`src/rtl/assert_macros.svh`:
```
// Assertion macros used by the top level of the pose accumulator.
`ifndef ASSERT_MACROS_SVH
`define ASSERT_MACROS_SVH
`ifndef SYNTHESIS
// Check a property on every clock edge outside reset.
`define PCA_ASSERT(lbl, prop, msg) \
	lbl: assert property (@(posedge clk) disable iff (!arst_n) (prop)) else $error(msg);
// Check that a condition holds in the cycle after a trigger.
`define PCA_ASSERT_NEXT(lbl, ante, cons, msg) \
	lbl: assert property (@(posedge clk) disable iff (!arst_n) (ante) |=> (cons)) else $error(msg);
`else
`define PCA_ASSERT(lbl, prop, msg)
`define PCA_ASSERT_NEXT(lbl, ante, cons, msg)
`endif
`endif

```
`src/rtl/pca_pkg.sv`:
```
// Package of the pose accumulator: constants, types and arithmetic helpers.
`timescale 1ns / 1ps
`default_nettype none
package pca_pkg;

	localparam int QUAT_FRAC_BITS = 30;
	localparam int DW = 32;
	localparam int MAG_W = 63;
	localparam int QUO_W = QUAT_FRAC_BITS + 1;
	localparam int NUM_W = QUAT_FRAC_BITS + 32;
	localparam int CNT_W = $clog2(QUO_W + 1);

	localparam logic signed [DW-1:0] Q_ONE = DW'(1) << QUAT_FRAC_BITS;
	localparam logic [MAG_W-1:0] M_HIGH = MAG_W'(1) << 30;
	localparam logic [MAG_W-1:0] M_LOW = MAG_W'(1) << 29;
	localparam logic [63:0] SQRT_TOP = 64'(1) << 62;

	// Quaternion component indexes
	localparam logic [1:0] QI_W = 2'd0;
	localparam logic [1:0] QI_X = 2'd1;
	localparam logic [1:0] QI_Y = 2'd2;
	localparam logic [1:0] QI_Z = 2'd3;

	typedef enum logic [3:0] {
		ST_IDLE,
		ST_ISSUE,
		ST_WAIT,
		ST_COMMIT,
		ST_MAX,
		ST_SCALE,
		ST_ROOT,
		ST_DIV_GO,
		ST_DIV,
		ST_DONE
	} state_t;

	typedef enum logic [1:0] {
		PH_TRANS,
		PH_HAM,
		PH_SQ,
		PH_MAT
	} phase_t;

	typedef struct packed {
		logic en;
		logic clr;
		logic neg;
		logic dbl;
		logic half;
	} mac_ctl_t;

	typedef struct packed {
		logic [1:0] ia;
		logic [1:0] ib;
		logic       neg;
		logic       dbl;
	} mat_term_t;

	typedef struct packed {
		logic              action;
		logic signed [31:0] in_quat_w;
		logic signed [31:0] in_quat_x;
		logic signed [31:0] in_quat_y;
		logic signed [31:0] in_quat_z;
		logic signed [31:0] in_trans_x;
		logic signed [31:0] in_trans_y;
		logic signed [31:0] in_trans_z;
	} cmd_t;

	typedef struct packed {
		logic signed [31:0] pose_quat_w;
		logic signed [31:0] pose_quat_x;
		logic signed [31:0] pose_quat_y;
		logic signed [31:0] pose_quat_z;
		logic signed [31:0] pose_trans_x;
		logic signed [31:0] pose_trans_y;
		logic signed [31:0] pose_trans_z;
	} res_t;

	// Sign of term k in Hamilton product component c
	function automatic logic ham_neg(input logic [1:0] c, input logic [1:0] k);
		logic n;
		case (c)
			QI_W:    n = (k != QI_W);
			QI_X:    n = (k == QI_Z);
			QI_Y:    n = (k == QI_X);
			QI_Z:    n = (k == QI_Y);
			default: n = 1'b0;
		endcase
		return n;
	endfunction

	// Operands of term k of matrix entry e (row major)
	function automatic mat_term_t mat_term(input logic [3:0] e, input logic [1:0] k);
		mat_term_t t;
		t.ia = k;
		t.ib = k;
		t.neg = 1'b0;
		t.dbl = 1'b1;
		case (e)
			4'd0: begin
				t.dbl = 1'b0;
				t.neg = (k == QI_Y) || (k == QI_Z);
			end
			4'd4: begin
				t.dbl = 1'b0;
				t.neg = (k == QI_X) || (k == QI_Z);
			end
			4'd8: begin
				t.dbl = 1'b0;
				t.neg = (k == QI_X) || (k == QI_Y);
			end
			4'd1: begin
				t.ia = k[0] ? QI_W : QI_X;
				t.ib = k[0] ? QI_Z : QI_Y;
				t.neg = k[0];
			end
			4'd2: begin
				t.ia = k[0] ? QI_W : QI_X;
				t.ib = k[0] ? QI_Y : QI_Z;
			end
			4'd3: begin
				t.ia = k[0] ? QI_W : QI_X;
				t.ib = k[0] ? QI_Z : QI_Y;
			end
			4'd5: begin
				t.ia = k[0] ? QI_W : QI_Y;
				t.ib = k[0] ? QI_X : QI_Z;
				t.neg = k[0];
			end
			4'd6: begin
				t.ia = k[0] ? QI_W : QI_X;
				t.ib = k[0] ? QI_Y : QI_Z;
				t.neg = k[0];
			end
			4'd7: begin
				t.ia = k[0] ? QI_W : QI_Y;
				t.ib = k[0] ? QI_X : QI_Z;
			end
			default: t.dbl = 1'b0;
		endcase
		return t;
	endfunction

	// Drop QUAT_FRAC_BITS fraction bits, rounding half away from zero
	function automatic logic signed [63:0] round_shift(input logic signed [63:0] v);
		logic [63:0] m;
		logic [63:0] r;
		m = v[63] ? 64'(-v) : 64'(v);
		r = (m + (64'(1) << (QUAT_FRAC_BITS - 1))) >> QUAT_FRAC_BITS;
		return v[63] ? -$signed(r) : $signed(r);
	endfunction

	function automatic logic signed [31:0] sat32(input logic signed [34:0] v);
		logic signed [31:0] r;
		if (v > 35'sh0_7FFF_FFFF) r = 32'sh7FFF_FFFF;
		else if (v < -35'sh0_8000_0000) r = 32'sh8000_0000;
		else r = v[31:0];
		return r;
	endfunction

	function automatic logic signed [31:0] clamp_unit(input logic signed [63:0] v);
		logic signed [31:0] r;
		if (v > 64'(Q_ONE)) r = Q_ONE;
		else if (v < -64'(Q_ONE)) r = -Q_ONE;
		else r = v[31:0];
		return r;
	endfunction

	function automatic logic [MAG_W-1:0] mag32(input logic signed [31:0] v);
		logic signed [32:0] w;
		w = v[31] ? -33'(v) : 33'(v);
		return MAG_W'(w);
	endfunction

	function automatic logic [MAG_W-1:0] mag64(input logic signed [63:0] v);
		logic signed [63:0] w;
		w = v[63] ? -v : v;
		return w[MAG_W-1:0];
	endfunction

endpackage
`default_nettype wire

```
`src/rtl/pca_isqrt.sv`:
```
// Integer square root, two radicand bits per cycle.
`timescale 1ns / 1ps
`default_nettype none
module pca_isqrt (
	input  logic        clk,
	input  logic        arst_n,
	input  logic        start,
	input  logic [63:0] x,
	output logic        done,
	output logic [31:0] root
);
	import pca_pkg::*;

	logic        busy_q;
	logic [63:0] bit_q;
	logic [63:0] x_q;
	logic [63:0] r_q;
	logic [63:0] trial;
	logic        fits;

	assign trial = r_q + bit_q;
	assign fits = (x_q >= trial);

	// Sequence the iterations
	always_ff @(posedge clk or negedge arst_n) begin
		if (!arst_n) begin
			busy_q <= 1'b0;
			bit_q <= '0;
		end else if (start) begin
			busy_q <= 1'b1;
			bit_q <= SQRT_TOP;
		end else if (busy_q) begin
			if (bit_q == '0) busy_q <= 1'b0;
			else bit_q <= bit_q >> 2;
		end
	end

	// Subtract the trial value where it fits
	always_ff @(posedge clk) begin
		if (start) begin
			x_q <= x;
			r_q <= '0;
		end else if (busy_q && (bit_q != '0)) begin
			if (fits) begin
				x_q <= x_q - trial;
				r_q <= (r_q >> 1) + bit_q;
			end else begin
				r_q <= r_q >> 1;
			end
		end
	end

	assign done = busy_q && (bit_q == '0);
	assign root = r_q[31:0];

endmodule
`default_nettype wire

```
`config.mk`:
```
export PLATFORM = sky130hd
export DESIGN_NAME = pca_isqrt
export DESIGN_NICKNAME = d
export VERILOG_FILES = /design/src/rtl/assert_macros.svh /design/src/rtl/pca_pkg.sv /design/src/rtl/pca_isqrt.sv
export SDC_FILE = /design/constraint.sdc
export NUM_CORES = 1
export LEC_CHECK = 0
export ABC_AREA = 1
export BUFFER_PORTS_ARGS = -buffer_cell sky130_fd_sc_hd__buf_2
export CELL_PAD_IN_SITES_DETAIL_PLACEMENT = 1
export CELL_PAD_IN_SITES_GLOBAL_PLACEMENT = 1
export CORE_ASPECT_RATIO = 1.2
export CORE_MARGIN = 5
export CORE_UTILIZATION = 47
export DETAILED_ROUTE_END_ITERATION = 8
export PLACE_DENSITY_LB_ADDON = 0.1
export SLEW_MARGIN = 0
export SYNTH_ARGS = -nofsm -noshare
export SYNTH_HDL_FRONTEND = slang
export SYNTH_SLANG_ARGS = --single-unit
```
`constraint.sdc`:
```
create_clock -name clk -period 20 [get_ports clk]
set_input_delay 0 -clock clk [delete_from_list [all_inputs] [get_ports clk]]
set_output_delay 0 -clock clk [all_outputs]
set_load 0.03 [all_outputs]
```
==> summary.txt <==
Floorplan
  • Core Area: between 40000 and 50000 sq um
  • DIE WIDTH: a little under 200 um
  • Die H: between 200 and 250 um
  • IO Pins: 100
  • Initial Util: a little under half
  • # rows: slightly above 80
  • Die area: ~46000 sq um

Finish
  • Sequential Area: around 4000 sq um
  • Nets: between 3000 and 4000
  • Fin util: 52.2%
  • Area grow syn2layout: 9.99%
  • Multi-input logic area: around 13000 sq um
  • Antenna diodes: 0
  • Share of layout cells above drive strength 1: approximately 5.3%
  • Filler Cell Count: 6000
  • Final instance area: around 22000 sq um

Synthesis
  • Synth Cell Area: 19800 sq um
  • Synth warnings: 0
  • Most numerous cell in the Yosys netlist: nand2_1
  • Post-synth top area share: 21.6%
  • Cells after Synth: approximately 3500
  • Yosys reg bits: approximately 160
  • Cell taking the most area after synthesis: nand2_1
  • Syn_nets: 3671
  • Ys flop type: edfxtp_1
  • Avg Inst Size Synth: around 5.7 sq um
  • Sequential fraction of the synthesis area: around a fifth
  • Top post-synthesis cells by count: nand2_1 (1138), inv_1 (515), nor2_1 (417)
  • Asr flop ratio synth: between 20% and 30%
  • Synth top area cells: nand2_1 (22%), inv_1 (9.8%), edfxtp_1 (9.7%)
  • Post-synth EDFFs: 64
  • Netlist cell types: 48

Global routing
  • First-pass GRT wire length: roughly 150 mm
  • Initial antenna violation count: 0
  • Largest net degree at the start of global routing: 86
  • Total Routing Usage GR: 41.1%
  • Remaining global-route overflow: 0
  • Vias in the first global route: about 27000

Worst setup path
  • CP max FO: 85
  • Critical Path RT: between 20 and 25 ns
  • R2r setup slk: 13.79 ns
  • Worst EP arrival: between 6 and 7 ns
  • Critical path capture point type: flip-flop
  • FF-to-FF path depth: 23
  • Critical path class: flip-flop to flip-flop
  • Startpoint types: flip-flop
  • Reg2reg start: r_q[4]$_SDFFE_PP0P_
  • Worst reg2reg path endpoint: r_q[25]$_SDFFE_PP0P_

Timing
  • Relative slew slack: between 30% and 40%
  • Final Hold Fails: 0
  • Fmax: around 160 MHz
  • Worst Skew: around 0.022 ns
  • Fin crit share: 31.1%
  • Setup tns final: 0 ns
  • Slew @ Worst Pin: 1.04 ns
  • Unrepaired setup endpoints after global routing: no
  • Slew Limit Fails: 0
  • Final setup viols: 0
  • Min Tclk post-route: approximately 6.2 ns

Power and ir drop
  • Cell-internal power: 1.35 mW
  • Part of the power in registers: a little under 20%
  • Worst VDD drop: 0.115 mV
  • Leak: between 10 and 15 nW
  • Sw power: around 2.0 mW
  • Clk pwr share: between 10% and 20%
  • Sw Ratio: about three fifths
  • Power Total: about 3.3 mW
  • Pwr dens: about 150 nW/um^2
  • Combinational power share: between 60% and 70%

Detailed routing
  • Wirelength per Cell: 23.6 um
  • Via density: 5.95
  • Post-DRT Antenna Nets: 0
  • Drt first-iter violations: ~2000
  • TritonRoute pass-1 iters: 6
  • Via Count: between 20000 and 25000
  • Drt drc: 0
  • Detailed Route WL: 97.4 mm

CTS
  • Clock root cell: clkbuf_16
  • TritonCTS buffer count: 17
  • Setup bufs post-CTS: 0
  • CTS HTree Levels: 4
  • Clk sinks: about 160
  • Clock-pin transition on the worst setup and hold timing paths: roughly 0.09 ns
  • CTS tree: yes
  • Worst skew pair latency: 0.50 ns
  • Clk buf depth: 2

Placed design
  • PortBufs: 99
  • GPL Wtd Cong: around 1.0
  • Detail Placement HPWL: approximately 74 mm
  • Dpl cell area: just over 20000 sq um

Run status
  • Status: complete, no violations

Worst hold path
  • Worst min path class: input port to async pin

Run
  • # Max-Cap Violations: 0
[worst max-delay path by stage]
stage	end	startpoint	depth (start not counted)
floorplan	x_q[0]$_DFFE_PP_	bit_q[0]$_DFFE_PN0P_	20
global placement	x_q[51]$_DFFE_PP_	r_q[10]$_SDFFE_PP0P_	20
detailed placement	r_q[37]$_SDFFE_PP0P_	r_q[4]$_SDFFE_PP0P_	22
CTS	r_q[37]$_SDFFE_PP0P_	r_q[10]$_SDFFE_PP0P_	22
global route	r_q[25]$_SDFFE_PP0P_	r_q[4]$_SDFFE_PP0P_	23
finish	r_q[25]$_SDFFE_PP0P_	r_q[4]$_SDFFE_PP0P_	23
[what timing repair did]
item | CTS | global route
resized for setup | 0 | 0
hold buffers | 65 | 0
endpoints found under the hold margin | 97 | 0
[metrics by stage]
step / setup slack [ns] / std cells / hold slack (ns)
final: 13.79 / 4132 / 0.140
after global routing: 13.54 / 4132 / 0.228
after CTS: 13.99 / 4132 / 0.151
after detailed placement: 14.08 / 4035 / 0.130
after global placement: 14.24 / 4035 / 0.116
after floorplan: 12.83 / 3473 / -0.296
[cells in the final DEF, fill, tap and decap left out, drive strengths merged, types with 3 or more instances in the layout]
master	netlist	layout
a21boi	4	4
nand4	33	33
nor2	421	421
dfrtp	33	33
a21oi	212	212
a21o	9	9
buf	65	106
o21a	6	6
a31oi	5	5
o211ai	6	6
nand3b	24	24
dfxtp	64	64
dlygate4sd3	0	65
edfxtp	64	64
clkbuf	25	17
xnor2	45	45
xor2	44	44
or2	22	22
inv	528	537
nand3	306	306
ha	130	130
o21ai	192	192
nor4	13	13
clkinv	0	3
nor3	37	37
o21bai	32	32
nand2	1143	1143
[metal layers]
metal / up-vias / global-route usage, % / wire length, um
li1: 11200 / - / -
met1: 11700 / 45.4 / 35600
met2: 1186 / 71.1 / 47200
met3: 455 / 5.82 / 5860
met4: 0 / 29.9 / 8740
met5: - / 0 / 0
[final cells by class]
cell class / instances / share of cell area [%]
inverter: 528 / 9.11
timing repair buffer: 171 / 5.51
sequential: 161 / 18.5
multi-input combinational: 2694 / 60.9
tap: 546 / 3.14
clock buffer: 17 / 1.96
clock inverter: 15 / 0.863
[power groups by stage]
stage	sequential, mW	clock (mW)	combinational (mW)
2_1_floorplan	0.579	0	1.55
3_3_place_gp	0.631	0	2.00
3_5_place_dp	0.641	0	2.11
4_1_cts	0.636	0.371	2.16
5_1_grt	0.655	0.386	2.46
6_report	0.649	0.381	2.30
[flip-flops by register name, summed over array words and instances (netlist names)]
register / cells
r_q: 64
bit_q: 32
x_q: 64
busy_q: 1
[worst max-delay path, cell delays in order, from the launching register on]
cell and delay [ns]:
dfxtp_1 0.53, ha_1 0.34, nand2_1 0.12, o21ai_0 0.10, nor2_1 0.50, o21ai_0 0.29, nand2_1 0.11, nand2_1 0.13
nand2_1 0.12, nand2_1 0.17, xnor2_1 0.41, ha_1 0.28, nand2_1 0.13, nor2_1 0.25, nand2_1 0.21, nor2_2 0.19
nand4_1 0.18, nand3_2 0.19, nand2_4 0.37, nand2_4 0.87, nand2_1 0.15, nand2_1 0.15, nand2_1 0.09, o21ai_0 0.15
[logic make-up after synthesis]
kind of cell | count (synthesis) | synth area share (%)
AO/OA/AOI/OAI | 473 | 12.9
adder cells (fa/ha/maj) | 131 | 8.32
AND/OR/NAND/NOR | 2001 | 41.7
XOR/XNOR | 89 | 3.94
buffers and inverters | 618 | 12.7
flip-flops | 161 | 20.4
Note: power is estimated with default switching activity, not from simulation.
