--- src/rtl/assert_macros.svh ---
// Assertion macros used by the top level of the pose accumulator.
`ifndef ASSERT_MACROS_SVH
`define ASSERT_MACROS_SVH
`ifndef SYNTHESIS
// Check a property on every clock edge outside reset.
`define PCA_ASSERT(lbl, prop, msg) \
	lbl: assert property (@(posedge clk) disable iff (!arst_n) (prop)) else $error(msg);
// Check that a condition holds in the cycle after a trigger.
`define PCA_ASSERT_NEXT(lbl, ante, cons, msg) \
	lbl: assert property (@(posedge clk) disable iff (!arst_n) (ante) |=> (cons)) else $error(msg);
`else
`define PCA_ASSERT(lbl, prop, msg)
`define PCA_ASSERT_NEXT(lbl, ante, cons, msg)
`endif
`endif

--- src/rtl/pca_pkg.sv ---
// Package of the pose accumulator: constants, types and arithmetic helpers.
`timescale 1ns / 1ps
`default_nettype none
package pca_pkg;

	localparam int QUAT_FRAC_BITS = 30;
	localparam int DW = 32;
	localparam int MAG_W = 63;
	localparam int QUO_W = QUAT_FRAC_BITS + 1;
	localparam int NUM_W = QUAT_FRAC_BITS + 32;
	localparam int CNT_W = $clog2(QUO_W + 1);

	localparam logic signed [DW-1:0] Q_ONE = DW'(1) << QUAT_FRAC_BITS;
	localparam logic [MAG_W-1:0] M_HIGH = MAG_W'(1) << 30;
	localparam logic [MAG_W-1:0] M_LOW = MAG_W'(1) << 29;
	localparam logic [63:0] SQRT_TOP = 64'(1) << 62;

	// Quaternion component indexes
	localparam logic [1:0] QI_W = 2'd0;
	localparam logic [1:0] QI_X = 2'd1;
	localparam logic [1:0] QI_Y = 2'd2;
	localparam logic [1:0] QI_Z = 2'd3;

	typedef enum logic [3:0] {
		ST_IDLE,
		ST_ISSUE,
		ST_WAIT,
		ST_COMMIT,
		ST_MAX,
		ST_SCALE,
		ST_ROOT,
		ST_DIV_GO,
		ST_DIV,
		ST_DONE
	} state_t;

	typedef enum logic [1:0] {
		PH_TRANS,
		PH_HAM,
		PH_SQ,
		PH_MAT
	} phase_t;

	typedef struct packed {
		logic en;
		logic clr;
		logic neg;
		logic dbl;
		logic half;
	} mac_ctl_t;

	typedef struct packed {
		logic [1:0] ia;
		logic [1:0] ib;
		logic       neg;
		logic       dbl;
	} mat_term_t;

	typedef struct packed {
		logic              action;
		logic signed [31:0] in_quat_w;
		logic signed [31:0] in_quat_x;
		logic signed [31:0] in_quat_y;
		logic signed [31:0] in_quat_z;
		logic signed [31:0] in_trans_x;
		logic signed [31:0] in_trans_y;
		logic signed [31:0] in_trans_z;
	} cmd_t;

	typedef struct packed {
		logic signed [31:0] pose_quat_w;
		logic signed [31:0] pose_quat_x;
		logic signed [31:0] pose_quat_y;
		logic signed [31:0] pose_quat_z;
		logic signed [31:0] pose_trans_x;
		logic signed [31:0] pose_trans_y;
		logic signed [31:0] pose_trans_z;
	} res_t;

	// Sign of term k in Hamilton product component c
	function automatic logic ham_neg(input logic [1:0] c, input logic [1:0] k);
		logic n;
		case (c)
			QI_W:    n = (k != QI_W);
			QI_X:    n = (k == QI_Z);
			QI_Y:    n = (k == QI_X);
			QI_Z:    n = (k == QI_Y);
			default: n = 1'b0;
		endcase
		return n;
	endfunction

	// Operands of term k of matrix entry e (row major)
	function automatic mat_term_t mat_term(input logic [3:0] e, input logic [1:0] k);
		mat_term_t t;
		t.ia = k;
		t.ib = k;
		t.neg = 1'b0;
		t.dbl = 1'b1;
		case (e)
			4'd0: begin
				t.dbl = 1'b0;
				t.neg = (k == QI_Y) || (k == QI_Z);
			end
			4'd4: begin
				t.dbl = 1'b0;
				t.neg = (k == QI_X) || (k == QI_Z);
			end
			4'd8: begin
				t.dbl = 1'b0;
				t.neg = (k == QI_X) || (k == QI_Y);
			end
			4'd1: begin
				t.ia = k[0] ? QI_W : QI_X;
				t.ib = k[0] ? QI_Z : QI_Y;
				t.neg = k[0];
			end
			4'd2: begin
				t.ia = k[0] ? QI_W : QI_X;
				t.ib = k[0] ? QI_Y : QI_Z;
			end
			4'd3: begin
				t.ia = k[0] ? QI_W : QI_X;
				t.ib = k[0] ? QI_Z : QI_Y;
			end
			4'd5: begin
				t.ia = k[0] ? QI_W : QI_Y;
				t.ib = k[0] ? QI_X : QI_Z;
				t.neg = k[0];
			end
			4'd6: begin
				t.ia = k[0] ? QI_W : QI_X;
				t.ib = k[0] ? QI_Y : QI_Z;
				t.neg = k[0];
			end
			4'd7: begin
				t.ia = k[0] ? QI_W : QI_Y;
				t.ib = k[0] ? QI_X : QI_Z;
			end
			default: t.dbl = 1'b0;
		endcase
		return t;
	endfunction

	// Drop QUAT_FRAC_BITS fraction bits, rounding half away from zero
	function automatic logic signed [63:0] round_shift(input logic signed [63:0] v);
		logic [63:0] m;
		logic [63:0] r;
		m = v[63] ? 64'(-v) : 64'(v);
		r = (m + (64'(1) << (QUAT_FRAC_BITS - 1))) >> QUAT_FRAC_BITS;
		return v[63] ? -$signed(r) : $signed(r);
	endfunction

	function automatic logic signed [31:0] sat32(input logic signed [34:0] v);
		logic signed [31:0] r;
		if (v > 35'sh0_7FFF_FFFF) r = 32'sh7FFF_FFFF;
		else if (v < -35'sh0_8000_0000) r = 32'sh8000_0000;
		else r = v[31:0];
		return r;
	endfunction

	function automatic logic signed [31:0] clamp_unit(input logic signed [63:0] v);
		logic signed [31:0] r;
		if (v > 64'(Q_ONE)) r = Q_ONE;
		else if (v < -64'(Q_ONE)) r = -Q_ONE;
		else r = v[31:0];
		return r;
	endfunction

	function automatic logic [MAG_W-1:0] mag32(input logic signed [31:0] v);
		logic signed [32:0] w;
		w = v[31] ? -33'(v) : 33'(v);
		return MAG_W'(w);
	endfunction

	function automatic logic [MAG_W-1:0] mag64(input logic signed [63:0] v);
		logic signed [63:0] w;
		w = v[63] ? -v : v;
		return w[MAG_W-1:0];
	endfunction

endpackage
`default_nettype wire

--- src/rtl/pca_mac.sv ---
// Shared multiply-accumulate unit: registered 32x32 product, then scaled add.
`timescale 1ns / 1ps
`default_nettype none
module pca_mac (
	input  logic                clk,
	input  logic                arst_n,
	input  pca_pkg::mac_ctl_t   ctl,
	input  logic signed [31:0]  a,
	input  logic signed [31:0]  b,
	output logic signed [63:0]  acc
);
	import pca_pkg::*;

	mac_ctl_t           ctl_s1;
	logic signed [63:0] p_s1;
	logic signed [63:0] p_adj;
	logic signed [63:0] term;
	logic signed [63:0] term_n;
	logic signed [63:0] acc_q;

	// Register the controls and the product
	always_ff @(posedge clk or negedge arst_n) begin
		if (!arst_n) begin
			ctl_s1 <= '0;
		end else begin
			ctl_s1 <= ctl;
		end
	end

	always_ff @(posedge clk) begin
		p_s1 <= a * b;
	end

	// Scale the product: halve toward zero, double or pass, then negate if asked
	always_comb begin
		p_adj = p_s1 + {63'd0, p_s1[63]};
		if (ctl_s1.half) term = p_adj >>> 1;
		else if (ctl_s1.dbl) term = p_s1 <<< 1;
		else term = p_s1;
		term_n = ctl_s1.neg ? -term : term;
	end

	// Accumulate, restarting on the first term of a group
	always_ff @(posedge clk) begin
		if (ctl_s1.en) begin
			acc_q <= (ctl_s1.clr ? 64'sd0 : acc_q) + term_n;
		end
	end

	assign acc = acc_q;

endmodule
`default_nettype wire

--- config.mk ---
export PLATFORM = sky130hd
export DESIGN_NAME = pca_mac
export DESIGN_NICKNAME = d
export VERILOG_FILES = /design/src/rtl/assert_macros.svh /design/src/rtl/pca_pkg.sv /design/src/rtl/pca_mac.sv
export SDC_FILE = /design/constraint.sdc
export NUM_CORES = 2
export LEC_CHECK = 0
export BUFFER_PORTS_ARGS = -buffer_cell sky130_fd_sc_hd__buf_2
export CELL_PAD_IN_SITES_DETAIL_PLACEMENT = 2
export CELL_PAD_IN_SITES_GLOBAL_PLACEMENT = 2
export CORE_ASPECT_RATIO = 0.8
export CORE_MARGIN = 8
export CORE_UTILIZATION = 42
export CTS_CLUSTER_DIAMETER = 150
export CTS_CLUSTER_SIZE = 40
export DETAILED_ROUTE_END_ITERATION = 12
export GPL_ROUTABILITY_DRIVEN = 0
export GPL_TIMING_DRIVEN = 1
export PLACE_DENSITY = 0.95
export SLEW_MARGIN = 15
export SYNTH_ARGS = -nofsm -noshare
export SYNTH_HDL_FRONTEND = slang
export SYNTH_SLANG_ARGS = --single-unit
--- constraint.sdc ---
create_clock -name clk -period 7.28 [get_ports clk]
set_input_delay 0.364 -clock clk [delete_from_list [all_inputs] [get_ports clk]]
set_output_delay 0.364 -clock clk [all_outputs]
set_load 0.05 [all_outputs]
==> summary.txt, run 1 <==
Placed design
  – Post-DP HPWL: 226,900 um
  – I/O Buffers: 134
  – Placement Cell Area: 0.05292 sq mm
  – Worst slack, placed: -1.798 ns

Synthesis
  – Main synth FF type: edfxtp_1
  – Post-Syn Area: 0.04773 sq mm
  – Syn nets: 6,660
  – Top-count cell post-synth: fa_1
  – Synth Instances: 5,257
  – Synth area leaders: fa_1, inv_1, and2_1, ha_1, nand2_1
  – Ys async rst share: 3.759%
  – Yosys top cell by area: fa_1
  – Average size of a mapped cell: 9.079 sq um
  – Most frequent cells after synthesis: fa_1, inv_1, nand2_1
  – Ys Warns: 0
  – Number of synthesized register bits: 133
  – Seq/Total Area, Yosys: 6.974%
  – Number of synthesized flops with an enable pin: 64
  – Yosys cell types: 86
  – Yosys top cell area share: 45.43%

Die
  – Row Count: 110
  – Io pins: 135
  – Die H: 317.5 um
  – Starting Density: 42.39%
  – Die W: 392.9 um

Outcome
  – Tool Error: [ERROR GRT-0116] Global routing finished with congestion. Check the congestion regions in the DRC Viewer.
  – Halt Stage: 5_1_grt
  – Run status: stopped before the end

Clock network
  – Clock H-tree levels: 4
  – Clock Sink Count: 133
  – TritonCTS Buffers: 17
  – Clock Path Buffers: 2
  – Clock Tree Root: clkbuf_16

GRT
  – GRT Util Overall: 72.42%
  – First-pass GRT wire length: 622,900 um
  – Grt ovf: 155
  – Largest net degree at the start of global routing: 69
  – Vias in the first global route: 66.11k
-- routing by layer --
layer / GRT usage, % / GRT overflow
met1: 72.44 / 2
met2: 85.59 / 81
met3: 63.91 / 1
met4: 66.71 / 71
met5: 30.50 / 0
-- cell families after synthesis --
family	after synthesis	synth area share (%)
AOI/OAI and AO/OA	617	8.457
xor gates and xnor gates	216	3.964
adders and majority gates	1332	51.96
buffers and inverters	1281	10.19
DFF	133	6.974
muxes	27	0.5820
and+or+nand+nor	1651	17.87
-- through the flow --
| step | util [%] | std cells |
|---|---|---|
| 4_1_cts | 50.42 | 7214 |
| 3_5_place_dp | 47.00 | 7064 |
| 3_3_place_gp | 47.00 | 7064 |
| 2_1_floorplan | - | 5257 |
-- what timing repair did --
item | in CTS
hold buffers | 5
pin swaps | 191
resized for setup | 618
buffers inserted | 114
cloned | 2
endpoints found under the hold margin | 9
setup endpoints to repair | 52
==> run 2: changes to the inputs <==
==> config.mk (replaced) <==
export PLATFORM = sky130hd
export DESIGN_NAME = pca_mac
export DESIGN_NICKNAME = d
export VERILOG_FILES = /design/src/rtl/assert_macros.svh /design/src/rtl/pca_pkg.sv /design/src/rtl/pca_mac.sv
export SDC_FILE = /design/constraint.sdc
export NUM_CORES = 2
export LEC_CHECK = 0
export BUFFER_PORTS_ARGS = -buffer_cell sky130_fd_sc_hd__buf_2
export CORE_MARGIN = 8
export CORE_UTILIZATION = 35
export DETAILED_ROUTE_END_ITERATION = 12
export GPL_ROUTABILITY_DRIVEN = 0
export GPL_TIMING_DRIVEN = 1
export PLACE_DENSITY_LB_ADDON = 0.15
export SLEW_MARGIN = 15
export SYNTH_ARGS = -nofsm -noshare
export SYNTH_HDL_FRONTEND = slang
export SYNTH_SLANG_ARGS = --single-unit
==> summary.txt, run 2 <==
Synthesis
  – Yosys top cell area share: 45.43% (unchanged)
  – Average size of a mapped cell: 9.079 sq um (unchanged)
  – Yosys top cell by area: fa_1
  – Number of synthesized register bits: 133 (unchanged)
  – Synth Instances: 5,257 (unchanged)
  – Post-Syn Area: 0.04773 sq mm (unchanged)
  – Most frequent cells after synthesis: fa_1, inv_1, nand2_1
  – Ys async rst share: 3.759% (unchanged)
  – Top-count cell post-synth: fa_1
  – Seq/Total Area, Yosys: 6.974% (unchanged)
  – Yosys cell types: 86 (unchanged)
  – Ys Warns: 0 (unchanged)
  – Syn nets: 6,660 (unchanged)
  – Synth area leaders: fa_1, inv_1, and2_1, ha_1, nand2_1
  – Number of synthesized flops with an enable pin: 64 (unchanged)
  – Main synth FF type: edfxtp_1

Timing
  – Clock skew: 0.01422 ns
  – Slew Limit Fails: 0
  – Slew margin rel.: 33.35%
  – Endpoints failing setup: 0
  – Fin. Hold Viols: 0
  – Fin crit period: 7.020 ns
  – FMAX: 142.5 MHz
  – Worst slew pin tran: 0.9977 ns
  – Setup TNS: 0 ns
  – Setup WS post-layout: 0.2601 ns
  – Final Cycle Share: 96.43%

GRT
  – First-pass GRT wire length: 226,600 um
  – Initial antenna violation count: 7
  – Grt ovf: 0
  – Largest net degree at the start of global routing: 70
  – GRT Util Overall: 19.31%
  – Vias in the first global route: 38.41k

Clock network
  – Clock Tree Root: clkbuf_16
  – Clock Sink Count: 133 (unchanged)
  – TritonCTS Buffers: 17 (unchanged)
  – Latest clock arrival within the worst-skew pair: 0.46 ns
  – CTS clk-pin slew, worst paths: 0.06 ns
  – Clock Path Buffers: 2 (unchanged)
  – Clock H-tree levels: 4 (unchanged)
  – CTS tree: done

Die
  – Die W: 385.3 um (-1.9%)
  – Starting Density: 35.23% (-7.2 points)
  – Core box area: 0.1355 sq mm
  – Io pins: 135 (unchanged)
  – Die H: 385.3 um (+21%)
  – Full die area: 0.1484 sq mm
  – Row Count: 135 (+23%)

Final layout
  – Fillcell total: 13.75k
  – Fin cells: 7,405
  – Share of layout cells above drive strength 1: 13.16%
  – FF+latch area: 0.003338 sq mm
  – Util after Layout: 40.34%
  – Layout Nets: 7,012
  – Most frequent cells in the layout: fa_1, inv_1, nand2_1
  – Commonest non-fill, non-tap cell in the layout: fa_1
  – Multi-input gate area: 0.03978 sq mm
  – P&R area growth vs syn: 14.51%

Worst hold path
  – Hold endpoint: ctl_s1[4]$_DFF_PN0_
  – WHS Path Cells: 1
  – Hold Startpoint: ctl[4]
  – Hold Path Class: in2reg

Worst setup path
  – R2r endpoint: acc[62]$_DFFE_PP_
  – CP most frequent cell: fa_1
  – R2r startpoint: p_s1[5]$_DFF_P_
  – R2R Setup Slk: 0.34 ns
  – CP Capture Type: flip-flop
  – Setup crit start kind: input pin
  – Critical Path RT: 7.65 ns
  – Crit-path max FO: 12
  – Crit path largest cell delay: 0.64 ns
  – Setup Crit Path Kind: in2reg
  – Reg2Reg Depth: 23
  – Slowest cell on the critical path: fa_2
  – Family with the most delay on the worst path: adder cells
  – CP bufs+invs: 5
  – Crit path DAT: 7.39 ns

Placed design
  – Dpl cells: 7,360 (+4.2%)
  – Post-DP HPWL: 126,100 um (-44%)
  – Worst slack, placed: -0.6473 ns (+1.150 ns)
  – I/O Buffers: 134 (unchanged)

Detailed routing
  – Detailed-route wire length: 143,400 um
  – Vias: 36.45k
  – Initial DRC Count: 2,180
  – First drt pass iteration count: 5
  – Vias per cell: 4.922
  – DRC: 0
  – Avg WL per Cell: 19.36 um
  – Post-route ant nets: 0

Flow run
  – Max-cap violations: 0

Outcome
  – Run status: finished, final reports clean
[run 2: logic make-up after synthesis]
group | count (synthesis) | synth area share, %
AOI/OAI and AO/OA | 617 | 8.457
xor gates and xnor gates | 216 | 3.964
adders and majority gates | 1332 | 51.96
buffers and inverters | 1281 | 10.19
DFF | 133 | 6.974
muxes | 27 | 0.5820
and+or+nand+nor | 1651 | 17.87
[run 2: cell type report]
cell class,count,area share (%)
Clock inverter,9,0.1580
Tap cell,1781,4.077
Inverter,990,6.806
Multi-Input combinational cell,3843,72.79
Timing Repair Buffer,623,9.084
Sequential cell,133,6.108
Timing Repair inverter,1,0.01374
Clock buffer,23,0.9501
Antenna cell,2,0.009158
[run 2: per-layer routing]
| metal | up-vias | global-route usage (%) | wire length, um |
|---|---|---|---|
| met5 | - | 0 | 26 |
| met4 | 4 | 2.191 | 1334 |
| met3 | 79 | 1.560 | 6416 |
| met2 | 815 | 30.21 | 62950 |
| met1 | 18655 | 29.96 | 72670 |
| li1 | 16895 | - | - |
[run 2: worst max-delay path by stage]
| stage | startpoint | cells after the start | end | slack [ns] |
|---|---|---|---|---|
| after floorplan | a[31] | 24 | p_s1[58]$_DFF_P_ | 0.005 |
| after global placement | b[11] | 28 | p_s1[63]$_DFF_P_ | -0.56 |
| after detailed placement | b[11] | 28 | p_s1[63]$_DFF_P_ | -0.65 |
| after CTS | a[15] | 26 | p_s1[57]$_DFF_P_ | 0.004 |
| after global routing | b[5] | 27 | p_s1[61]$_DFF_P_ | -0.007 |
| final | b[13] | 26 | p_s1[57]$_DFF_P_ | 0.26 |
[run 2: metrics by stage]
step	hold slack (ns)	cell area [sq um]
6_report	0.02684	54650
5_1_grt	0.006864	54650
4_1_cts	0.002780	54180
3_5_place_dp	0.1961	53520
3_3_place_gp	0.1941	53520
2_1_floorplan	0.06841	47770
[run 2: repair_timing]
action,4_1_cts,5_1_grt
setup buffers,0,8
setup endpoints to repair,8,21
gates resized for setup,11,106
endpoints found under the hold margin,6,0
gates cloned,0,2
pin swaps,0,43
hold buffers,2,0
Power of run 2 is not shown: default switching activity piles up to over one toggle a cycle in this logic, so the estimate is an artifact.
