$ cat src/rtl/assert_macros.svh
// Assertion macros used by the top level of the pose accumulator.
`ifndef ASSERT_MACROS_SVH
`define ASSERT_MACROS_SVH
`ifndef SYNTHESIS
// Check a property on every clock edge outside reset.
`define PCA_ASSERT(lbl, prop, msg) \
	lbl: assert property (@(posedge clk) disable iff (!arst_n) (prop)) else $error(msg);
// Check that a condition holds in the cycle after a trigger.
`define PCA_ASSERT_NEXT(lbl, ante, cons, msg) \
	lbl: assert property (@(posedge clk) disable iff (!arst_n) (ante) |=> (cons)) else $error(msg);
`else
`define PCA_ASSERT(lbl, prop, msg)
`define PCA_ASSERT_NEXT(lbl, ante, cons, msg)
`endif
`endif

$ cat src/rtl/pca_pkg.sv
// Package of the pose accumulator: constants, types and arithmetic helpers.
`timescale 1ns / 1ps
`default_nettype none
package pca_pkg;

	localparam int QUAT_FRAC_BITS = 30;
	localparam int DW = 32;
	localparam int MAG_W = 63;
	localparam int QUO_W = QUAT_FRAC_BITS + 1;
	localparam int NUM_W = QUAT_FRAC_BITS + 32;
	localparam int CNT_W = $clog2(QUO_W + 1);

	localparam logic signed [DW-1:0] Q_ONE = DW'(1) << QUAT_FRAC_BITS;
	localparam logic [MAG_W-1:0] M_HIGH = MAG_W'(1) << 30;
	localparam logic [MAG_W-1:0] M_LOW = MAG_W'(1) << 29;
	localparam logic [63:0] SQRT_TOP = 64'(1) << 62;

	// Quaternion component indexes
	localparam logic [1:0] QI_W = 2'd0;
	localparam logic [1:0] QI_X = 2'd1;
	localparam logic [1:0] QI_Y = 2'd2;
	localparam logic [1:0] QI_Z = 2'd3;

	typedef enum logic [3:0] {
		ST_IDLE,
		ST_ISSUE,
		ST_WAIT,
		ST_COMMIT,
		ST_MAX,
		ST_SCALE,
		ST_ROOT,
		ST_DIV_GO,
		ST_DIV,
		ST_DONE
	} state_t;

	typedef enum logic [1:0] {
		PH_TRANS,
		PH_HAM,
		PH_SQ,
		PH_MAT
	} phase_t;

	typedef struct packed {
		logic en;
		logic clr;
		logic neg;
		logic dbl;
		logic half;
	} mac_ctl_t;

	typedef struct packed {
		logic [1:0] ia;
		logic [1:0] ib;
		logic       neg;
		logic       dbl;
	} mat_term_t;

	typedef struct packed {
		logic              action;
		logic signed [31:0] in_quat_w;
		logic signed [31:0] in_quat_x;
		logic signed [31:0] in_quat_y;
		logic signed [31:0] in_quat_z;
		logic signed [31:0] in_trans_x;
		logic signed [31:0] in_trans_y;
		logic signed [31:0] in_trans_z;
	} cmd_t;

	typedef struct packed {
		logic signed [31:0] pose_quat_w;
		logic signed [31:0] pose_quat_x;
		logic signed [31:0] pose_quat_y;
		logic signed [31:0] pose_quat_z;
		logic signed [31:0] pose_trans_x;
		logic signed [31:0] pose_trans_y;
		logic signed [31:0] pose_trans_z;
	} res_t;

	// Sign of term k in Hamilton product component c
	function automatic logic ham_neg(input logic [1:0] c, input logic [1:0] k);
		logic n;
		case (c)
			QI_W:    n = (k != QI_W);
			QI_X:    n = (k == QI_Z);
			QI_Y:    n = (k == QI_X);
			QI_Z:    n = (k == QI_Y);
			default: n = 1'b0;
		endcase
		return n;
	endfunction

	// Operands of term k of matrix entry e (row major)
	function automatic mat_term_t mat_term(input logic [3:0] e, input logic [1:0] k);
		mat_term_t t;
		t.ia = k;
		t.ib = k;
		t.neg = 1'b0;
		t.dbl = 1'b1;
		case (e)
			4'd0: begin
				t.dbl = 1'b0;
				t.neg = (k == QI_Y) || (k == QI_Z);
			end
			4'd4: begin
				t.dbl = 1'b0;
				t.neg = (k == QI_X) || (k == QI_Z);
			end
			4'd8: begin
				t.dbl = 1'b0;
				t.neg = (k == QI_X) || (k == QI_Y);
			end
			4'd1: begin
				t.ia = k[0] ? QI_W : QI_X;
				t.ib = k[0] ? QI_Z : QI_Y;
				t.neg = k[0];
			end
			4'd2: begin
				t.ia = k[0] ? QI_W : QI_X;
				t.ib = k[0] ? QI_Y : QI_Z;
			end
			4'd3: begin
				t.ia = k[0] ? QI_W : QI_X;
				t.ib = k[0] ? QI_Z : QI_Y;
			end
			4'd5: begin
				t.ia = k[0] ? QI_W : QI_Y;
				t.ib = k[0] ? QI_X : QI_Z;
				t.neg = k[0];
			end
			4'd6: begin
				t.ia = k[0] ? QI_W : QI_X;
				t.ib = k[0] ? QI_Y : QI_Z;
				t.neg = k[0];
			end
			4'd7: begin
				t.ia = k[0] ? QI_W : QI_Y;
				t.ib = k[0] ? QI_X : QI_Z;
			end
			default: t.dbl = 1'b0;
		endcase
		return t;
	endfunction

	// Drop QUAT_FRAC_BITS fraction bits, rounding half away from zero
	function automatic logic signed [63:0] round_shift(input logic signed [63:0] v);
		logic [63:0] m;
		logic [63:0] r;
		m = v[63] ? 64'(-v) : 64'(v);
		r = (m + (64'(1) << (QUAT_FRAC_BITS - 1))) >> QUAT_FRAC_BITS;
		return v[63] ? -$signed(r) : $signed(r);
	endfunction

	function automatic logic signed [31:0] sat32(input logic signed [34:0] v);
		logic signed [31:0] r;
		if (v > 35'sh0_7FFF_FFFF) r = 32'sh7FFF_FFFF;
		else if (v < -35'sh0_8000_0000) r = 32'sh8000_0000;
		else r = v[31:0];
		return r;
	endfunction

	function automatic logic signed [31:0] clamp_unit(input logic signed [63:0] v);
		logic signed [31:0] r;
		if (v > 64'(Q_ONE)) r = Q_ONE;
		else if (v < -64'(Q_ONE)) r = -Q_ONE;
		else r = v[31:0];
		return r;
	endfunction

	function automatic logic [MAG_W-1:0] mag32(input logic signed [31:0] v);
		logic signed [32:0] w;
		w = v[31] ? -33'(v) : 33'(v);
		return MAG_W'(w);
	endfunction

	function automatic logic [MAG_W-1:0] mag64(input logic signed [63:0] v);
		logic signed [63:0] w;
		w = v[63] ? -v : v;
		return w[MAG_W-1:0];
	endfunction

endpackage
`default_nettype wire

$ cat src/rtl/pca_div.sv
// Restoring divider, one quotient bit per cycle.
`timescale 1ns / 1ps
`default_nettype none
module pca_div (
	input  logic                        clk,
	input  logic                        arst_n,
	input  logic                        start,
	input  logic [pca_pkg::NUM_W-1:0]   num,
	input  logic [31:0]                 den,
	output logic                        done,
	output logic [pca_pkg::QUO_W-1:0]   quo
);
	import pca_pkg::*;

	logic             busy_q;
	logic [CNT_W-1:0] cnt_q;
	logic [31:0]      den_q;
	logic [31:0]      rem_q;
	logic [QUO_W-1:0] lo_q;
	logic [32:0]      t;
	logic             ge;

	assign t = {rem_q, lo_q[QUO_W-1]};
	assign ge = (t >= {1'b0, den_q});

	// Count the quotient bits
	always_ff @(posedge clk or negedge arst_n) begin
		if (!arst_n) begin
			busy_q <= 1'b0;
			cnt_q <= '0;
		end else if (start) begin
			busy_q <= 1'b1;
			cnt_q <= CNT_W'(QUO_W);
		end else if (busy_q) begin
			if (cnt_q == '0) busy_q <= 1'b0;
			else cnt_q <= cnt_q - 1'b1;
		end
	end

	// Shift in the next dividend bit and subtract where it fits
	always_ff @(posedge clk) begin
		if (start) begin
			den_q <= den;
			rem_q <= 32'(num[NUM_W-1:QUO_W]);
			lo_q <= num[QUO_W-1:0];
		end else if (busy_q && (cnt_q != '0)) begin
			rem_q <= ge ? 32'(t - {1'b0, den_q}) : t[31:0];
			lo_q <= {lo_q[QUO_W-2:0], ge};
		end
	end

	assign done = busy_q && (cnt_q == '0);
	assign quo = lo_q;

endmodule
`default_nettype wire

$ cat config.mk
export PLATFORM = sky130hd
export DESIGN_NAME = pca_div
export DESIGN_NICKNAME = d
export VERILOG_FILES = /design/src/rtl/assert_macros.svh /design/src/rtl/pca_pkg.sv /design/src/rtl/pca_div.sv
export SDC_FILE = /design/constraint.sdc
export NUM_CORES = 1
export LEC_CHECK = 0
export ABC_AREA = 1
export BUFFER_PORTS_ARGS = -buffer_cell sky130_fd_sc_hd__buf_2
export CAP_MARGIN = 25
export CELL_PAD_IN_SITES_DETAIL_PLACEMENT = 1
export CELL_PAD_IN_SITES_GLOBAL_PLACEMENT = 2
export CORE_MARGIN = 8
export CORE_UTILIZATION = 32
export CTS_CLUSTER_DIAMETER = 60
export DETAILED_ROUTE_END_ITERATION = 6
export HOLD_SLACK_MARGIN = 0.15
export PLACE_DENSITY = 0.81
export RECOVER_POWER = 50
export SYNTH_ARGS = -nofsm -noshare
export SYNTH_HDL_FRONTEND = slang
export SYNTH_SLANG_ARGS = --single-unit
$ cat constraint.sdc
create_clock -name clk -period 2.9 [get_ports clk]
set_clock_uncertainty 0.05 [all_clocks]
set_input_delay 0.435 -clock clk [delete_from_list [all_inputs] [get_ports clk]]
set_output_delay 0.435 -clock clk [all_outputs]
set_load 0.005 [all_outputs]
==> impl_metrics.env, run 1 <==
export IMPL_r2r_cells=14
export IMPL_powerDensity_nw_per_um2=899
export IMPL_synth_top_cells_by_area="edfxtp_1, nand2_1, inv_1"
export IMPL_period_needed_ns=2.64
export IMPL_grt_pass1_vias=6846
export IMPL_synth_top_area_share_pct=40.2
export IMPL_power_leakage_nw=4.37
export IMPL_yosysWarnings=0
export IMPL_grt_overflow_total=0
export IMPL_synth_cell_area_sq_um=7030
export IMPL_hold_viol=0
export IMPL_setup_viol_count_final=0
export IMPL_synth_distinct_cells=32
export IMPL_maxCapViolCount=0
export IMPL_worst_pin_slew_ns=1.38
export IMPL_clock_fmax_ghz=0.379
export IMPL_route_detailed_drc=0
export IMPL_coreArea_sq_um=21700
export IMPL_startpoint_type="flip-flop"
export IMPL_wl_um=21700
export IMPL_critPathCaptureType="flip-flop"
export IMPL_slew_viol_final=0
export IMPL_via_per_inst=4.56
export IMPL_die_w_um=164
export IMPL_crit_arrival_ns=2.71
export IMPL_syn_area_per_cell_sq_um=7.28
export IMPL_routed_via_count=6290
export IMPL_nets=1225
export IMPL_diodes=0
export IMPL_r2r_slack_ns=0.26
export IMPL_hold_class="input pin to flip-flop"
export IMPL_drt_first_pass_iters=6
export IMPL_synth_edf_count=94
export IMPL_synthCells=965
export IMPL_wl_per_cell_um=15.8
export IMPL_clock_sinks=101
export IMPL_r2r_end="rem_q[24]"
export IMPL_critPathKind="flip-flop to flip-flop"
export IMPL_cts_tree="yes"
export IMPL_period_share_pct=91.0
export IMPL_min_to="den_q[0]"
export IMPL_post_dp_hpwl_um=16800
export IMPL_finalCoreUtilization_pct=38.3
export IMPL_dieArea_sq_um=27000
export IMPL_antenna_found_initial=1
export IMPL_cts_setup_buffers=0
export IMPL_peakVddDrop_v=0.000424
export IMPL_relSlewSlack_pct=7.82
export IMPL_num_rows=54
export IMPL_cts_clk_slew_worst_paths_ns=0.09
export IMPL_io_pins=129
export IMPL_hold_start="den[0]"
export IMPL_cts_root_buffer="clkbuf_16"
export IMPL_status="finished, final reports clean"
export IMPL_numCtsBuffers=9
export IMPL_clock_latency_ns=0.37
export IMPL_r2r_start="rem_q[7]"
export IMPL_drt_initial_drc_count=256
export IMPL_drive_gt1_share_pct=12.8
export IMPL_cts_max_level=3
export IMPL_hold_depth=1
export IMPL_groute_usage_overall_pct=16.7
export IMPL_grt_max_degree=63
export IMPL_yosys_area_top_type="edfxtp_1"
export IMPL_async_reset_ff_share_pct=5.94
export IMPL_syn_to_final_growth_pct=18.2
export IMPL_portBuffers=128
export IMPL_ys_ff_latch=101
export IMPL_initial_utilization_pct=32.4
export IMPL_cp_required_ns=2.98
export IMPL_setup_tns_ns=0
export IMPL_p_total_mw=7.46
export IMPL_fillers=2803
export IMPL_clockBufferDepth=2
export IMPL_ys_flop_type="edfxtp_1"
export IMPL_fp_dieH_um=164
export IMPL_rsz0062_at_grt="false"
export IMPL_postRouteAntennaNets=0
export IMPL_crit_fanout=33
export IMPL_grt_pass1_wl_um=35500
export IMPL_synthesis_nets=1097
export IMPL_ys_seq_area_share_pct=42.6
export IMPL_place_gp_congestion=0.845
cells in the mapped netlist, types with 2 or more instances:
| cell | instances |
|---|---|
| nand2_1 | 435 |
| inv_1 | 156 |
| edfxtp_1 | 94 |
| nand3_1 | 55 |
| nor2_1 | 44 |
| nand3b_1 | 42 |
| ha_1 | 34 |
| a21oi_1 | 22 |
| xnor2_1 | 15 |
| clkbuf_1 | 10 |
| buf_2 | 7 |
| dfrtp_1 | 6 |
| nor3_1 | 6 |
| and2_1 | 5 |
| nand4_1 | 5 |
| buf_1 | 3 |
| buf_6 | 3 |
| nand2_2 | 3 |
| o21ai_0 | 3 |
| inv_2 | 2 |
| nor2_2 | 2 |
| nor2_4 | 2 |
| o21bai_1 | 2 |
power by group:
part / switching [mW] / internal [mW]
Combinational: 2.56 / 1.43
Sequential: 0.158 / 1.97
Clock: 0.708 / 0.634
per-layer routing:
| layer | routed length [um] | track usage (%) | vias to the layer above |
|---|---|---|---|
| met2 | 9840 | 27.5 | 103 |
| met1 | 10200 | 20.8 | 2901 |
| met5 | 8 | 0 | - |
| met3 | 1420 | 6.09 | 18 |
| li1 | - | - | 3266 |
| met4 | 241 | 3.02 | 2 |
worst max path at each step:
stage	startpoint	to	slack, ns	depth (start not counted)
2_1_floorplan	cnt_q[0]	quo[0]	0.27	7
3_3_place_gp	rem_q[24]	rem_q[29]	0.26	12
3_5_place_dp	rem_q[24]	rem_q[20]	0.23	12
4_1_cts	rem_q[24]	rem_q[11]	0.21	12
5_1_grt	rem_q[7]	rem_q[26]	0.02	14
6_report	rem_q[7]	rem_q[24]	0.26	14
timing repair:
item / 4_1_cts / 5_1_grt
hold buffers: 1 / 0
hold endpoints to repair: 6 / 0
endpoints found under the setup margin: 0 / 1
gates resized for setup: 0 / 2
layout by cell type, fill, tap and decap left out, types with 5 or more instances in the layout:
master,Yosys,final
xnor2_1,15,15
ha_1,34,34
dfrtp_1,6,6
edfxtp_1,94,94
clkbuf_16,0,9
nand2_1,435,435
and2_1,5,5
nand3b_1,42,42
nor3_1,6,6
inv_1,156,155
nand4_1,5,5
nand3_1,55,55
a21oi_1,22,22
nor2_1,44,44
clkbuf_1,10,28
buf_4,0,9
buf_2,7,99
per-stage QoR:
| step | instances | hold slack (ns) | worst slack, ns | area [sq um] |
|---|---|---|---|---|
| floorplan | 965 | 0.0894 | 0.267 | 7030 |
| global placement | 1361 | 0.217 | 0.256 | 8000 |
| detailed placement | 1361 | 0.216 | 0.234 | 8000 |
| CTS | 1378 | 0.166 | 0.206 | 8330 |
| global route | 1378 | 0.161 | 0.0239 | 8300 |
| finish | 1378 | 0.184 | 0.261 | 8300 |
logic make-up (layout without fill, tap and decap cells):
group	after synthesis	after routing	synth area share [%]
XOR/XNOR	15	15	1.87
AND/OR/NAND/NOR	603	603	36.7
AO/OA/AOI/OAI	30	30	2.35
buffers and inverters	181	314	10.1
adder cells (fa/ha/maj)	35	35	6.34
flip-flops	101	101	42.6
critical path, cell delays in order (launching register included):
cell      delay [ns]
edfxtp_1        0.39
ha_1            0.35
nand2_1         0.15
inv_1           0.05
nand2_1         0.06
nand2_1         0.08
inv_1           0.08
nand3_2         0.16
nand2_2         0.12
nand2_2         0.07
nand3_4         0.10
buf_4           0.40
nand3b_1        0.16
nand3_1         0.11
nand2_1         0.06
flip-flops by register name (all words and copies together), names as in the netlist:
| name | cells |
|---|---|
| rem_q | 32 |
| busy_q | 1 |
| cnt_q | 5 |
| den_q | 32 |
| quo | 31 |
area by class of cell:
cell class	instances	area, sq um	share of cell area [%]
clock buffers	9	225	2.71
clock inverters	7	96.3	1.16
inverters	158	593	7.14
multi-input cells	683	3330	40.1
flip-flops and latches	101	2990	36.0
well taps	280	350	4.22
repair buffers	140	714	8.60
No activity file was read; power rests on OpenSTA's default activity.
==> run 2: changes to the inputs <==
clock period = 2.59 ns   (was 2.9 ns; I/O delays follow)
==> run 2 against run 1 <==
Compared with the run above:
- sequential power grew 13%
- critical endpoint is now rem_q[28]
- clock power grew 5%
- sequential share of layout area is 2.2 points lower
- power grew 16%
- critical path type unchanged
- global-route usage down 0.15 points
- utilization is 2.4 points higher
- flip-flop and latch count unchanged
- fmax grew 7.3%
- worst setup slack got worse by 0.13 ns
- final cell count increased by 3.4%
- critical path depth did not move
==> impl_metrics.env, run 2 (synthesis gave the netlist of run 1 again) <==
export IMPL_drive_gt1_share_pct=16.9
export IMPL_clock_fmax_ghz=0.407
export IMPL_powerDensity_nw_per_um2=984
export IMPL_relSlewSlack_pct=53.6
export IMPL_setup_ws_ns=0.131
export IMPL_cts_setup_buffers=0
export IMPL_clock_latency_ns=0.37
export IMPL_cts_tree="yes"
export IMPL_slew_viol_final=0
export IMPL_groute_usage_overall_pct=16.6
export IMPL_drt_initial_drc_count=280
export IMPL_syn_to_final_growth_pct=25.7
export IMPL_critPathCaptureType="flip-flop"
export IMPL_power_leakage_nw=4.62
export IMPL_timing_hold_ws_ns=0.164
export IMPL_fp_dieH_um=164
export IMPL_coreArea_sq_um=21700
export IMPL_wl_um=21900
export IMPL_wl_per_cell_um=15.4
export IMPL_grt_pass1_vias=6989
export IMPL_peakVddDrop_v=0.000340
export IMPL_io_pins=129
export IMPL_initial_utilization_pct=32.4
export IMPL_portBuffers=128
export IMPL_period_needed_ns=2.46
export IMPL_route_detailed_drc=0
export IMPL_drt_first_pass_iters=5
export IMPL_grt_pass1_wl_um=35600
export IMPL_antenna_found_initial=1
export IMPL_cts_clk_slew_worst_paths_ns=0.08
export IMPL_slowest_delay_ns=0.38
export IMPL_via_per_inst=4.55
export IMPL_final_cell_mix="nand2_1, inv_1, buf_2, edfxtp_1, nand3_1"
export IMPL_path_cells="inv_1 > ha_1 > inv_1 > fa_2 > nand3_1 > nand3_2 > nand3_1 > nand2_1 > nand2_1 > nand3b_1 > nand2_1 > nand2_1 > nand3_1 > nand2_1"
export IMPL_startpoint_type="flip-flop"
export IMPL_setup_tns_ns=0
export IMPL_dp_slack_ns=-0.0207
export IMPL_finalCoreUtilization_pct=40.7
export IMPL_critPathBufInv=2
export IMPL_postRouteAntennaNets=0
export IMPL_grt_max_degree=59
export IMPL_worst_path_max_delay_cell="edfxtp_1"
export IMPL_cpMostUsedCell="nand2_1"
export IMPL_num_rows=54
export IMPL_crit_fanout=4
export IMPL_clockBufferDepth=2
export IMPL_post_dp_hpwl_um=17200
export IMPL_path_delay_family="simple AND/OR/NAND/NOR gates"
export IMPL_final_common_cell="nand2_1"
export IMPL_cp_required_ns=2.66
export IMPL_dieArea_sq_um=27000
export IMPL_place_gp_congestion=0.835
export IMPL_maxCapViolCount=0
export IMPL_clock_sinks=101
export IMPL_grt_overflow_total=0
export IMPL_cp_depth=14
export IMPL_die_w_um=164
export IMPL_cts_max_level=3
export IMPL_period_share_pct=94.9
export IMPL_routed_via_count=6486
export IMPL_hold_viol=0
export IMPL_nets=1271
export IMPL_cts_root_buffer="clkbuf_16"
export IMPL_crit_arrival_ns=2.53
export IMPL_status="finished, final reports clean"
export IMPL_hold_depth=1
export IMPL_r2r_cells=14
export IMPL_numCtsBuffers=9
export IMPL_critPathKind="flip-flop to flip-flop"
export IMPL_worst_pin_slew_ns=0.697
export IMPL_setup_viol_count_final=0
export IMPL_hold_class="input pin to flip-flop"
==> run 2: changes by cell type in the layout (fill, tap and decap cells not counted), sizes merged <==
cell         change
buf             +36
inv              -1
clkbuf          -17
clkinvlp         +1
diode            +1
dlygate4sd3     +28
clkinv           -1
==> run 2: final cells by class <==
class	instances	area [sq um]
flip-flops and latches	101	2990
clock buffers	10	229
fillers	2756	12900
diodes	1	2.50
well taps	280	350
repair buffers	186	1180
clock inverters	6	62.6
inverters	158	597
multi-input cells	683	3420
==> run 2: worst reg2reg max path, cell delays in order (launching register included) <==
cell and delay (ns):
edfxtp_1 0.38, inv_1 0.09, ha_1 0.15, inv_1 0.09, fa_2 0.38, nand3_1 0.11
nand3_2 0.13, nand3_1 0.10, nand2_1 0.19, nand2_1 0.19, nand3b_1 0.10, nand2_1 0.09
nand2_1 0.06, nand3_1 0.07, nand2_1 0.05
==> run 2: per-stage QoR <==
stage          power, mW  cells  area (sq um)
2_1_floorplan       5.65    965          7030
4_1_cts             8.68   1424          8730
5_1_grt             9.51   1424          8830
3_5_place_dp        7.18   1379          8150
3_3_place_gp        7.10   1379          8150
6_report            8.69   1425          8830
==> run 2: worst paths after layout <==
check | from | end | slack (ns)
hold reg to reg | rem_q[31] | rem_q[31] | 0.45
setup / recovery | quo[30] | rem_q[28] | 0.13
max in group asynchronous | arst_n | cnt_q[1] | 1.83
hold / removal | den[10] | den_q[10] | 0.16
setup reg to reg | quo[30] | rem_q[28] | 0.13
min in group asynchronous | arst_n | cnt_q[4] | 0.40
==> run 2: power by group <==
group	switching, mW	internal, mW
Combinational	2.97	1.91
Sequential	0.190	2.21
Clock	0.732	0.683
==> run 2: what timing repair did <==
item,4_1_cts,5_1_grt
hold buffers,29,0
endpoints found under the hold margin,34,0
endpoints found under the setup margin,26,32
resized for setup,1,24
==> run 2: layer usage <==
layer | GRT usage (%) | routed length, um
met1 | 20.7 | 10300
met2 | 27.8 | 10200
met3 | 4.61 | 1260
met4 | 3.76 | 233
met5 | 0 | 12
